===== src/rtl/lkv_pkg.sv =====
package lkv_pkg;

    // store geometry
    localparam int MAX_ENTRIES = 16;
    localparam int IDX_W       = (MAX_ENTRIES > 1) ? $clog2(MAX_ENTRIES) : 1;
    localparam int AGE_W       = IDX_W;
    localparam int CNT_W       = $clog2(MAX_ENTRIES + 1);

    // field widths
    localparam int DATA_W = 32;
    localparam int CAP_W  = 5;
    localparam int OCC_W  = 5;

    localparam logic [CAP_W-1:0] CAP_RESET = 5'd16;

    // operation codes
    typedef enum logic {
        OP_ADD    = 1'b0,
        OP_LOOKUP = 1'b1
    } t_op;

    // input item as it arrives on the port
    typedef struct packed {
        logic                     mode;
        logic signed [DATA_W-1:0] key;
        logic signed [DATA_W-1:0] value;
    } t_in_item;

    // classified item held in the queue
    typedef struct packed {
        t_op                      op;
        logic signed [DATA_W-1:0] key;
        logic signed [DATA_W-1:0] value;
    } t_cmd;

    // result item
    typedef struct packed {
        logic                     hit;
        logic signed [DATA_W-1:0] read_value;
        logic                     evicted;
        logic signed [DATA_W-1:0] evicted_key;
        logic [OCC_W-1:0]         occupancy;
    } t_out_item;

endpackage


===== src/rtl/lkv_ram.sv =====
module lkv_ram #(
    parameter int WIDTH = 32,
    parameter int DEPTH = 16
) (
    input  logic                                  i_clk,
    input  logic                                  i_we,
    input  logic [((DEPTH > 1) ? $clog2(DEPTH) : 1)-1:0] i_waddr,
    input  logic [WIDTH-1:0]                      i_wdata,
    input  logic [((DEPTH > 1) ? $clog2(DEPTH) : 1)-1:0] i_raddr,
    output logic [WIDTH-1:0]                      o_rdata
);

    logic [WIDTH-1:0] r_mem [DEPTH];
    logic [WIDTH-1:0] r_rdata;

    // one write port, one registered read port
    always_ff @(posedge i_clk) begin
        if (i_we) begin
            r_mem[i_waddr] <= i_wdata;
        end
        r_rdata <= r_mem[i_raddr];
    end

    assign o_rdata = r_rdata;

endmodule


===== src/rtl/lkv_front.sv =====
module lkv_front (
    input  logic              i_clk,
    input  logic              i_rst_n,
    input  logic              i_valid,
    output logic              o_stall,
    input  lkv_pkg::t_in_item i_item,
    output logic              o_cmd_valid,
    output lkv_pkg::t_cmd     o_cmd,
    input  logic              i_cmd_pop
);

    localparam int QDEPTH = 2;

    lkv_pkg::t_cmd r_q [QDEPTH];
    logic          r_wp;
    logic          r_rp;
    logic [1:0]    r_cnt;
    lkv_pkg::t_cmd cmd_in;
    logic          push;
    logic          pop;

    // classify the incoming item
    always_comb begin
        cmd_in.op    = lkv_pkg::t_op'(i_item.mode);
        cmd_in.key   = i_item.key;
        cmd_in.value = i_item.value;
    end

    assign o_stall     = (r_cnt == 2'(QDEPTH));
    assign push        = i_valid && !o_stall;
    assign o_cmd_valid = (r_cnt != 2'd0);
    assign pop         = i_cmd_pop && o_cmd_valid;
    assign o_cmd       = r_q[r_rp];

    // two-entry queue toward the back end
    always_ff @(posedge i_clk) begin
        if (!i_rst_n) begin
            r_wp  <= 1'b0;
            r_rp  <= 1'b0;
            r_cnt <= 2'd0;
        end else begin
            if (push) begin
                r_q[r_wp] <= cmd_in;
                r_wp      <= ~r_wp;
            end
            if (pop) begin
                r_rp <= ~r_rp;
            end
            case ({push, pop})
                2'b10:   r_cnt <= r_cnt + 2'd1;
                2'b01:   r_cnt <= r_cnt - 2'd1;
                default: r_cnt <= r_cnt;
            endcase
        end
    end

endmodule


===== src/rtl/lkv_back.sv =====
module lkv_back (
    input  logic                       i_clk,
    input  logic                       i_rst_n,
    input  logic [lkv_pkg::CAP_W-1:0]  i_capacity,
    input  logic                       i_cmd_valid,
    input  lkv_pkg::t_cmd              i_cmd,
    output logic                       o_cmd_pop,
    output logic                       o_out_valid,
    input  logic                       i_out_stall,
    output lkv_pkg::t_out_item         o_out_item
);

    localparam int N     = lkv_pkg::MAX_ENTRIES;
    localparam int IW    = lkv_pkg::IDX_W;
    localparam int AW    = lkv_pkg::AGE_W;
    localparam int CW    = lkv_pkg::CNT_W;
    localparam int DW    = lkv_pkg::DATA_W;
    localparam int CMP_W = (CW > lkv_pkg::CAP_W) ? CW : lkv_pkg::CAP_W;

    typedef enum logic {
        S_LOOK,
        S_EXEC
    } t_state;

    t_state             r_state;
    logic [DW-1:0]      r_key [N];
    logic [N-1:0]       r_valid;
    logic [AW-1:0]      r_age [N];
    logic [CW-1:0]      r_live;
    lkv_pkg::t_cmd      r_cmd;
    logic               r_hit;
    logic [IW-1:0]      r_hit_idx;
    logic [IW-1:0]      r_free_idx;
    logic [IW-1:0]      r_old_idx;
    logic               r_out_valid;
    lkv_pkg::t_out_item r_out;

    logic [N-1:0]       match;
    logic [IW-1:0]      hit_idx;
    logic [IW-1:0]      free_idx;
    logic [IW-1:0]      old_idx;
    logic [CW-1:0]      live_m1;
    logic [CMP_W-1:0]   cap_ext;
    logic [CMP_W-1:0]   eff_cap;
    logic               has_room;
    logic               go_exec;
    logic               is_add;
    logic               do_evict;
    logic               do_grow;
    logic [IW-1:0]      slot;
    logic               ram_we;
    logic [IW-1:0]      ram_waddr;
    logic [IW-1:0]      ram_raddr;
    logic [DW-1:0]      ram_rdata;

    // associative compare, free slot and oldest entry search
    assign live_m1 = r_live - CW'(1);
    always_comb begin
        hit_idx  = '0;
        free_idx = '0;
        old_idx  = '0;
        for (int i = N - 1; i >= 0; i--) begin
            match[i] = r_valid[i] && (r_key[i] == i_cmd.key);
            if (match[i]) begin
                hit_idx = IW'(i);
            end
            if (!r_valid[i]) begin
                free_idx = IW'(i);
            end
            if (r_valid[i] && (CW'(r_age[i]) == live_m1)) begin
                old_idx = IW'(i);
            end
        end
    end

    // effective capacity: zero reads as one, saturate at the store size
    always_comb begin
        cap_ext = CMP_W'(i_capacity);
        if (cap_ext == '0) begin
            eff_cap = CMP_W'(1);
        end else if (cap_ext > CMP_W'(N)) begin
            eff_cap = CMP_W'(N);
        end else begin
            eff_cap = cap_ext;
        end
    end

    assign has_room  = CMP_W'(r_live) < eff_cap;
    assign go_exec   = (r_state == S_EXEC) && (!r_out_valid || !i_out_stall);
    assign is_add    = (r_cmd.op == lkv_pkg::OP_ADD);
    assign do_evict  = is_add && !r_hit && !has_room;
    assign do_grow   = is_add && !r_hit && has_room;
    assign slot      = r_hit ? r_hit_idx : (has_room ? r_free_idx : r_old_idx);
    assign ram_we    = go_exec && is_add;
    assign ram_waddr = slot;
    // keep the hit entry addressed while the item waits in execute
    assign ram_raddr = (r_state == S_LOOK) ? hit_idx : r_hit_idx;
    assign o_cmd_pop = (r_state == S_LOOK) && i_cmd_valid;

    // value store
    lkv_ram #(
        .WIDTH (DW),
        .DEPTH (N)
    ) u_value_ram (
        .i_clk   (i_clk),
        .i_we    (ram_we),
        .i_waddr (ram_waddr),
        .i_wdata (r_cmd.value),
        .i_raddr (ram_raddr),
        .o_rdata (ram_rdata)
    );

    // sequencer, entry state and result register
    always_ff @(posedge i_clk) begin
        if (!i_rst_n) begin
            r_state     <= S_LOOK;
            r_valid     <= '0;
            r_live      <= '0;
            r_out_valid <= 1'b0;
            for (int i = 0; i < N; i++) begin
                r_age[i] <= '0;
            end
        end else begin
            if (go_exec) begin
                r_out_valid <= 1'b1;
            end else if (r_out_valid && !i_out_stall) begin
                r_out_valid <= 1'b0;
            end
            case (r_state)
                S_LOOK: begin
                    if (i_cmd_valid) begin
                        r_cmd      <= i_cmd;
                        r_hit      <= |match;
                        r_hit_idx  <= hit_idx;
                        r_free_idx <= free_idx;
                        r_old_idx  <= old_idx;
                        r_state    <= S_EXEC;
                    end
                end
                S_EXEC: begin
                    if (go_exec) begin
                        r_out.hit            <= r_hit;
                        r_out.read_value     <= (!is_add && r_hit) ? ram_rdata : '0;
                        r_out.evicted        <= do_evict;
                        r_out.evicted_key    <= do_evict ? r_key[r_old_idx] : '0;
                        r_out.occupancy      <= lkv_pkg::OCC_W'(do_grow ? r_live + CW'(1)
                                                                        : r_live);
                        if (is_add) begin
                            // new entry is newest; entries newer than the refreshed one,
                            // or all on a miss, age by one
                            for (int i = 0; i < N; i++) begin
                                if (IW'(i) == slot) begin
                                    r_age[i] <= '0;
                                end else if (r_valid[i] &&
                                             (!r_hit || (r_age[i] < r_age[r_hit_idx]))) begin
                                    r_age[i] <= r_age[i] + AW'(1);
                                end
                            end
                            r_valid[slot] <= 1'b1;
                            r_key[slot]   <= r_cmd.key;
                            if (do_grow) begin
                                r_live <= r_live + CW'(1);
                            end
                        end
                        r_state <= S_LOOK;
                    end
                end
                default: r_state <= S_LOOK;
            endcase
        end
    end

    assign o_out_valid = r_out_valid;
    assign o_out_item  = r_out;

endmodule


===== src/rtl/lru_key_value_cache.sv =====
// Fully associative key-value cache with least-recently-used replacement,
// up to 16 entries, live count capped by the capacity register (0 acts as 1,
// values above 16 act as 16). Each item gives one result. An item passes through
// the engine's lookup state, for the compare of its key against every stored
// key plus the read of the value memory, and then its execute state, for the
// recency update and the write-back; the engine takes no new item until execute
// is done. A two-item queue sits at the input and the result waits in an output
// register. Capacity must be written only while the cache is idle; the block
// itself does not enforce this.
module lru_key_value_cache (
    input  logic                       i_clk,
    input  logic                       i_rst_n,
    input  logic                       i_in_valid,
    output logic                       o_in_stall,
    input  lkv_pkg::t_in_item          i_in_item,
    output logic                       o_out_valid,
    input  logic                       i_out_stall,
    output lkv_pkg::t_out_item         o_out_item,
    input  logic                       i_cfg_we,
    input  logic [lkv_pkg::CAP_W-1:0]  i_cfg_data
);

    logic [lkv_pkg::CAP_W-1:0] r_capacity;
    logic                      cmd_valid;
    lkv_pkg::t_cmd             cmd;
    logic                      cmd_pop;

    // capacity register
    always_ff @(posedge i_clk) begin
        if (!i_rst_n) begin
            r_capacity <= lkv_pkg::CAP_RESET;
        end else if (i_cfg_we) begin
            r_capacity <= i_cfg_data;
        end
    end

    // intake and queue
    lkv_front u_front (
        .i_clk       (i_clk),
        .i_rst_n     (i_rst_n),
        .i_valid     (i_in_valid),
        .o_stall     (o_in_stall),
        .i_item      (i_in_item),
        .o_cmd_valid (cmd_valid),
        .o_cmd       (cmd),
        .i_cmd_pop   (cmd_pop)
    );

    // lookup and update engine
    lkv_back u_back (
        .i_clk       (i_clk),
        .i_rst_n     (i_rst_n),
        .i_capacity  (r_capacity),
        .i_cmd_valid (cmd_valid),
        .i_cmd       (cmd),
        .o_cmd_pop   (cmd_pop),
        .o_out_valid (o_out_valid),
        .i_out_stall (i_out_stall),
        .o_out_item  (o_out_item)
    );

    // occupancy never passes the store size
    a_occ_bound: assert property (@(posedge i_clk) disable iff (!i_rst_n)
        o_out_valid |-> (o_out_item.occupancy <= lkv_pkg::OCC_W'(lkv_pkg::MAX_ENTRIES)))
        else $error("occupancy above store size");

    // an eviction only comes from a missed add
    a_evict_miss: assert property (@(posedge i_clk) disable iff (!i_rst_n)
        (o_out_valid && o_out_item.evicted) |-> !o_out_item.hit)
        else $error("eviction on a hit");

    // a returned value implies a hit without eviction
    a_value_hit: assert property (@(posedge i_clk) disable iff (!i_rst_n)
        (o_out_valid && (o_out_item.read_value != '0)) |->
        (o_out_item.hit && !o_out_item.evicted))
        else $error("value returned without hit");

    // an evicted key is reported only with the eviction flag
    a_evkey: assert property (@(posedge i_clk) disable iff (!i_rst_n)
        (o_out_valid && !o_out_item.evicted) |-> (o_out_item.evicted_key == '0))
        else $error("evicted key without eviction");

endmodule

===== config.mk =====
export PLATFORM = sky130hd
export DESIGN_NAME = lru_key_value_cache
export DESIGN_NICKNAME = d
export VERILOG_FILES = /design/src/rtl/lkv_pkg.sv /design/src/rtl/lkv_ram.sv /design/src/rtl/lkv_front.sv /design/src/rtl/lkv_back.sv /design/src/rtl/lru_key_value_cache.sv
export SDC_FILE = /design/constraint.sdc
export NUM_CORES = 2
export LEC_CHECK = 0
export BUFFER_PORTS_ARGS = -buffer_cell sky130_fd_sc_hd__buf_2
export CORE_ASPECT_RATIO = 0.7
export CORE_UTILIZATION = 57
export DETAILED_ROUTE_END_ITERATION = 10
export PLACE_DENSITY_LB_ADDON = 0.25
export SETUP_SLACK_MARGIN = 0.1
export SYNTH_ARGS = -nofsm -noshare
export SYNTH_HDL_FRONTEND = slang
export SYNTH_SLANG_ARGS = --single-unit

===== constraint.sdc =====
create_clock -name i_clk -period 7.3 [get_ports i_clk]
set_clock_uncertainty 0.2 [all_clocks]
set_input_delay 1.095 -clock i_clk [delete_from_list [all_inputs] [get_ports i_clk]]
set_output_delay 1.095 -clock i_clk [all_outputs]
set_load 0.005 [all_outputs]

==> Implementation_results.wiki <==
{| class="wikitable"
! Metric !! Value
|-
| Result of the run || finished, final reports clean
|-
| Hold buffer count at cts || 0
|-
| Synth Flop Type || sky130_fd_sc_hd__edfxtp_1
|-
| CTS HTree Levels || 4
|-
| Port Buffers || between 100 and 150
|-
| Die height || between 200 and 300 um
|-
| Setup slack, reg-to-reg || 0.93 ns
|-
| Setup Viol. Count Final || 0
|-
| Total negative setup slack || 0 ns
|-
| Mean instance size in the synthesized netlist || 14.0 um^2
|-
| Endpoint arrival time on the critical path || ~6.9 ns
|-
| Number of flip-flops and latches in the synthesized netlist || 1436
|-
| Proportion of register bits with asynchronous set or reset after synthesis || 0%
|-
| Share of synthesized area occupied by flip-flops and latches || around 59%
|-
| Biggest area consumer among synthesized cells || sky130_fd_sc_hd__edfxtp_1
|-
| Clock latency at the later pin of the worst-skew pair || 0.83 ns
|-
| Top cell type's share of synthesized area || 57.2%
|-
| Top cells by area in the synthesized netlist || sky130_fd_sc_hd__edfxtp_1, sky130_fd_sc_hd__xnor2_1, sky130_fd_sc_hd__mux4_2
|-
| Clock Root Buffer || sky130_fd_sc_hd__clkbuf_16
|-
| Number of search-and-repair iterations in the first detailed-routing pass || 9
|-
| Placed wire-length estimate || 191 mm
|-
| Type of the tightest min-delay check || input pin to register
|-
| Min cycle time layout || 6.37 ns
|-
| Max rail drop VDD || 0.000271 V
|-
| CTS resizes || 0
|-
| Ratio of total power to cell area || 310 nW/um^2
|-
| Leak pwr || 25.9 nW
|-
| Antenna violations before repair || 15
|-
| Total vias in the final route || about 52000
|-
| Setup repair after global routing missed its margin || no
|-
| Core utilization of the finished layout || 64.2%
|-
| Number of global-route vias before repair || 47600
|-
| Tightest slew margin relative to the limit || roughly 6.3%
|-
| Die extent in x || 426 um
|-
| Clock transition at the registers of the reported paths || 0.06 ns
|-
| TritonCTS Buffers || ~140
|-
| Worst Setup End Kind || register
|-
| Average wire per standard cell || 38.6 um
|-
| Initial DRC count || 9071
|-
| CP Data Required Time || 7.79 ns
|-
| Area of the mapped netlist || 71800 um^2
|-
| Remaining global-route overflow || 0
|-
| Yosys synthesis warning count || 0
|-
| Pin count of the biggest net entering global routing || 180
|-
| Share of final-layout standard cells stronger than drive strength 1 || 16.8%
|-
| Die area || 127000 um^2
|-
| Final wirelength || 273 mm
|-
| Total Routing Usage GR || 42.3%
|-
| Wire length of the first global-routing pass || 372 mm
|-
| Via-to-Cell Ratio || 7.40
|-
| Met1 Routed Length || 113 mm
|-
| DR WL met3 || between 40 and 50 mm
|-
| Total clock sinks || 1436
|-
| Setup repair bufs after CTS || 0
|-
| Critical Path Start Type || register
|-
| Post-detailed-route count of antenna-violating nets || 0
|-
| Slew Viols, Final || 0
|-
| Number of distinct standard cells referenced by the synthesized netlist || 72
|-
| Area of the multi-input gates || approximately 28000 um^2
|-
| Worst Tran Pin Value || approximately 1.4 ns
|-
| Area of the core || about 120000 um^2
|-
| Met2 Wirelength || around 100 mm
|-
| Crit path kind || register to register
|-
| Final count of hold timing violations || 0
|-
| Final estimated routing congestion in global placement || 1.08
|-
| Remaining DRCs || 0
|-
| Initial core utilization || ~58%
|-
| Number of max-cap violations || 0
|-
| Row Count || 108
|-
| FMAX || 157 MHz
|-
| NumNets Final || roughly 5400
|-
| Synthesized instance count || 5139
|-
| Combined flip-flop and latch cell area || 42400 um^2
|-
| Worst Path Max Fanout || 23
|-
| Top-level port count || 148
|-
| # fillers || 8997
|-
| Clock tree buffer depth || 3
|-
| TritonCTS clock tree || yes
|-
| Share of the cycle needed by the critical path after routing || 87.3%
|-
| Net count after synthesis || ~5300
|-
| Post-synthesis to final-layout area growth || 11.4%
|-
| Top metal layer carrying routed signals || met5
|-
| EDFF count, synth || 1367
|}
final cells by class:
cell class / count / share of cell area (%)
Inverter: 67 / 0.321
Clock inverter: 79 / 0.780
Clock buffer: 181 / 4.82
Sequential cell: 1436 / 53.1
Multi-Input combinational cell: 3264 / 34.9
Timing Repair Buffer: 364 / 3.41
Tap cell: 1650 / 2.58
Antenna cell: 16 / 0.0501
cells in the final DEF (no fill, tap or decap), types with 80 or more instances in the layout:
master / n
sky130_fd_sc_hd__a211oi_1: 130
sky130_fd_sc_hd__a21oi_1: 290
sky130_fd_sc_hd__a221oi_1: 341
sky130_fd_sc_hd__buf_2: 147
sky130_fd_sc_hd__buf_4: 188
sky130_fd_sc_hd__clkbuf_16: 146
sky130_fd_sc_hd__edfxtp_1: 1367
sky130_fd_sc_hd__mux2i_1: 233
sky130_fd_sc_hd__mux4_2: 179
sky130_fd_sc_hd__nand2_1: 98
sky130_fd_sc_hd__nand4_1: 80
sky130_fd_sc_hd__nor2_1: 123
sky130_fd_sc_hd__nor2b_1: 92
sky130_fd_sc_hd__nor4_1: 205
sky130_fd_sc_hd__xnor2_1: 549
synthesized netlist by cell type (37+ instances only):
library cell               instances
sky130_fd_sc_hd__and3_1           65
sky130_fd_sc_hd__xnor2_1         554
sky130_fd_sc_hd__clkbuf_1        245
sky130_fd_sc_hd__a21oi_1         290
sky130_fd_sc_hd__a221oi_1        341
sky130_fd_sc_hd__mux2i_1         238
sky130_fd_sc_hd__nor3_1           63
sky130_fd_sc_hd__nor4_1          207
sky130_fd_sc_hd__edfxtp_1       1367
sky130_fd_sc_hd__nand3_1          50
sky130_fd_sc_hd__xor2_1           61
sky130_fd_sc_hd__a211oi_1        131
sky130_fd_sc_hd__mux2_2           37
sky130_fd_sc_hd__ha_1             71
sky130_fd_sc_hd__buf_2            80
sky130_fd_sc_hd__nand4_1          80
sky130_fd_sc_hd__a22oi_1          64
sky130_fd_sc_hd__o21ai_0          53
sky130_fd_sc_hd__mux4_2          179
sky130_fd_sc_hd__dfxtp_1          69
sky130_fd_sc_hd__inv_1            65
sky130_fd_sc_hd__and2_1           73
sky130_fd_sc_hd__nor2b_1          92
sky130_fd_sc_hd__nor2_1          155
sky130_fd_sc_hd__nand2_1          99
worst paths after layout:
| check | start | endpoint | cells past startpoint |
|---|---|---|---|
| worst min-delay path | i_in_item[59] | u_front.r_q[0][59] | 1 |
| worst min register to register | r_capacity[0] | r_capacity[0] | 2 |
| worst max register to register | register | u_back.u_value_ram.o_rdata[15] | 15 |
| worst max-delay path | register | u_back.u_value_ram.o_rdata[15] | 15 |
where the power goes:
group	internal, mW	total [mW]	switching, mW	leakage (nW)
Sequential	9.81	10.6	0.761	13.0
Clock	3.92	7.26	3.34	2.19
Combinational	2.44	6.98	4.55	10.7
kinds of logic after synthesis:
| family | synth area share (%) |
|---|---|
| mux | 10.4 |
| flops | 59.1 |
| fa+ha+maj | 1.24 |
| simple gates | 7.66 |
| xor+xnor | 7.51 |
| compound gates | 11.5 |
| buf+inv | 2.61 |
registers in the layout, summed over array words and instances (netlist names), 5 cells and up, named ones only:
name / flops
u_back.r_age: 64
u_back.r_live: 5
u_back.r_cmd: 65
r_capacity: 5
u_front.r_q: 130
u_back.o_out_item: 71
u_back.r_key: 512
u_back.u_value_ram.o_rdata: 32
u_back.u_value_ram.r_mem: 512
u_back.r_valid: 16
worst max-delay path: stages, from the launching register on:
cell and delay, ns:
sky130_fd_sc_hd__dfxtp_4 0.80, sky130_fd_sc_hd__mux2i_4 1.02, sky130_fd_sc_hd__xnor2_1 0.63, sky130_fd_sc_hd__nor4_1 0.43, sky130_fd_sc_hd__nand4_1 0.16, sky130_fd_sc_hd__nor3_1 0.36, sky130_fd_sc_hd__buf_4 0.23, sky130_fd_sc_hd__o21ai_1 0.14
sky130_fd_sc_hd__a2111oi_2 0.66, sky130_fd_sc_hd__nor2_4 0.14, sky130_fd_sc_hd__buf_12 0.21, sky130_fd_sc_hd__buf_12 0.19, sky130_fd_sc_hd__buf_4 0.16, sky130_fd_sc_hd__a2111oi_0 0.39, sky130_fd_sc_hd__a211oi_1 0.10, sky130_fd_sc_hd__a2111o_1 0.30
metal layers:
metal | track usage, % | vias to the layer above
met1 | 63.4 | 26500
met5 | 0 | -
met3 | 21.4 | 443
met2 | 53.6 | 4209
li1 | - | 21000
met4 | 10.9 | 6
stage by stage:
| stage | setup slack [ns] | cell area (um^2) | cells | power, mW | hold slack, ns |
|---|---|---|---|---|---|
| after floorplan | 0.409 | 71800 | 5139 | 14.5 | 0.278 |
| after global placement | 1.07 | 75400 | 6781 | 17.2 | 0.296 |
| after detailed placement | 1.02 | 75400 | 6781 | 17.3 | 0.317 |
| after CTS | 0.979 | 79900 | 7041 | 24.5 | 0.230 |
| after global routing | 0.730 | 79900 | 7043 | 25.3 | 0.244 |
| final | 0.927 | 79900 | 7057 | 24.8 | 0.256 |
Note: power is estimated with default switching activity, not from simulation.
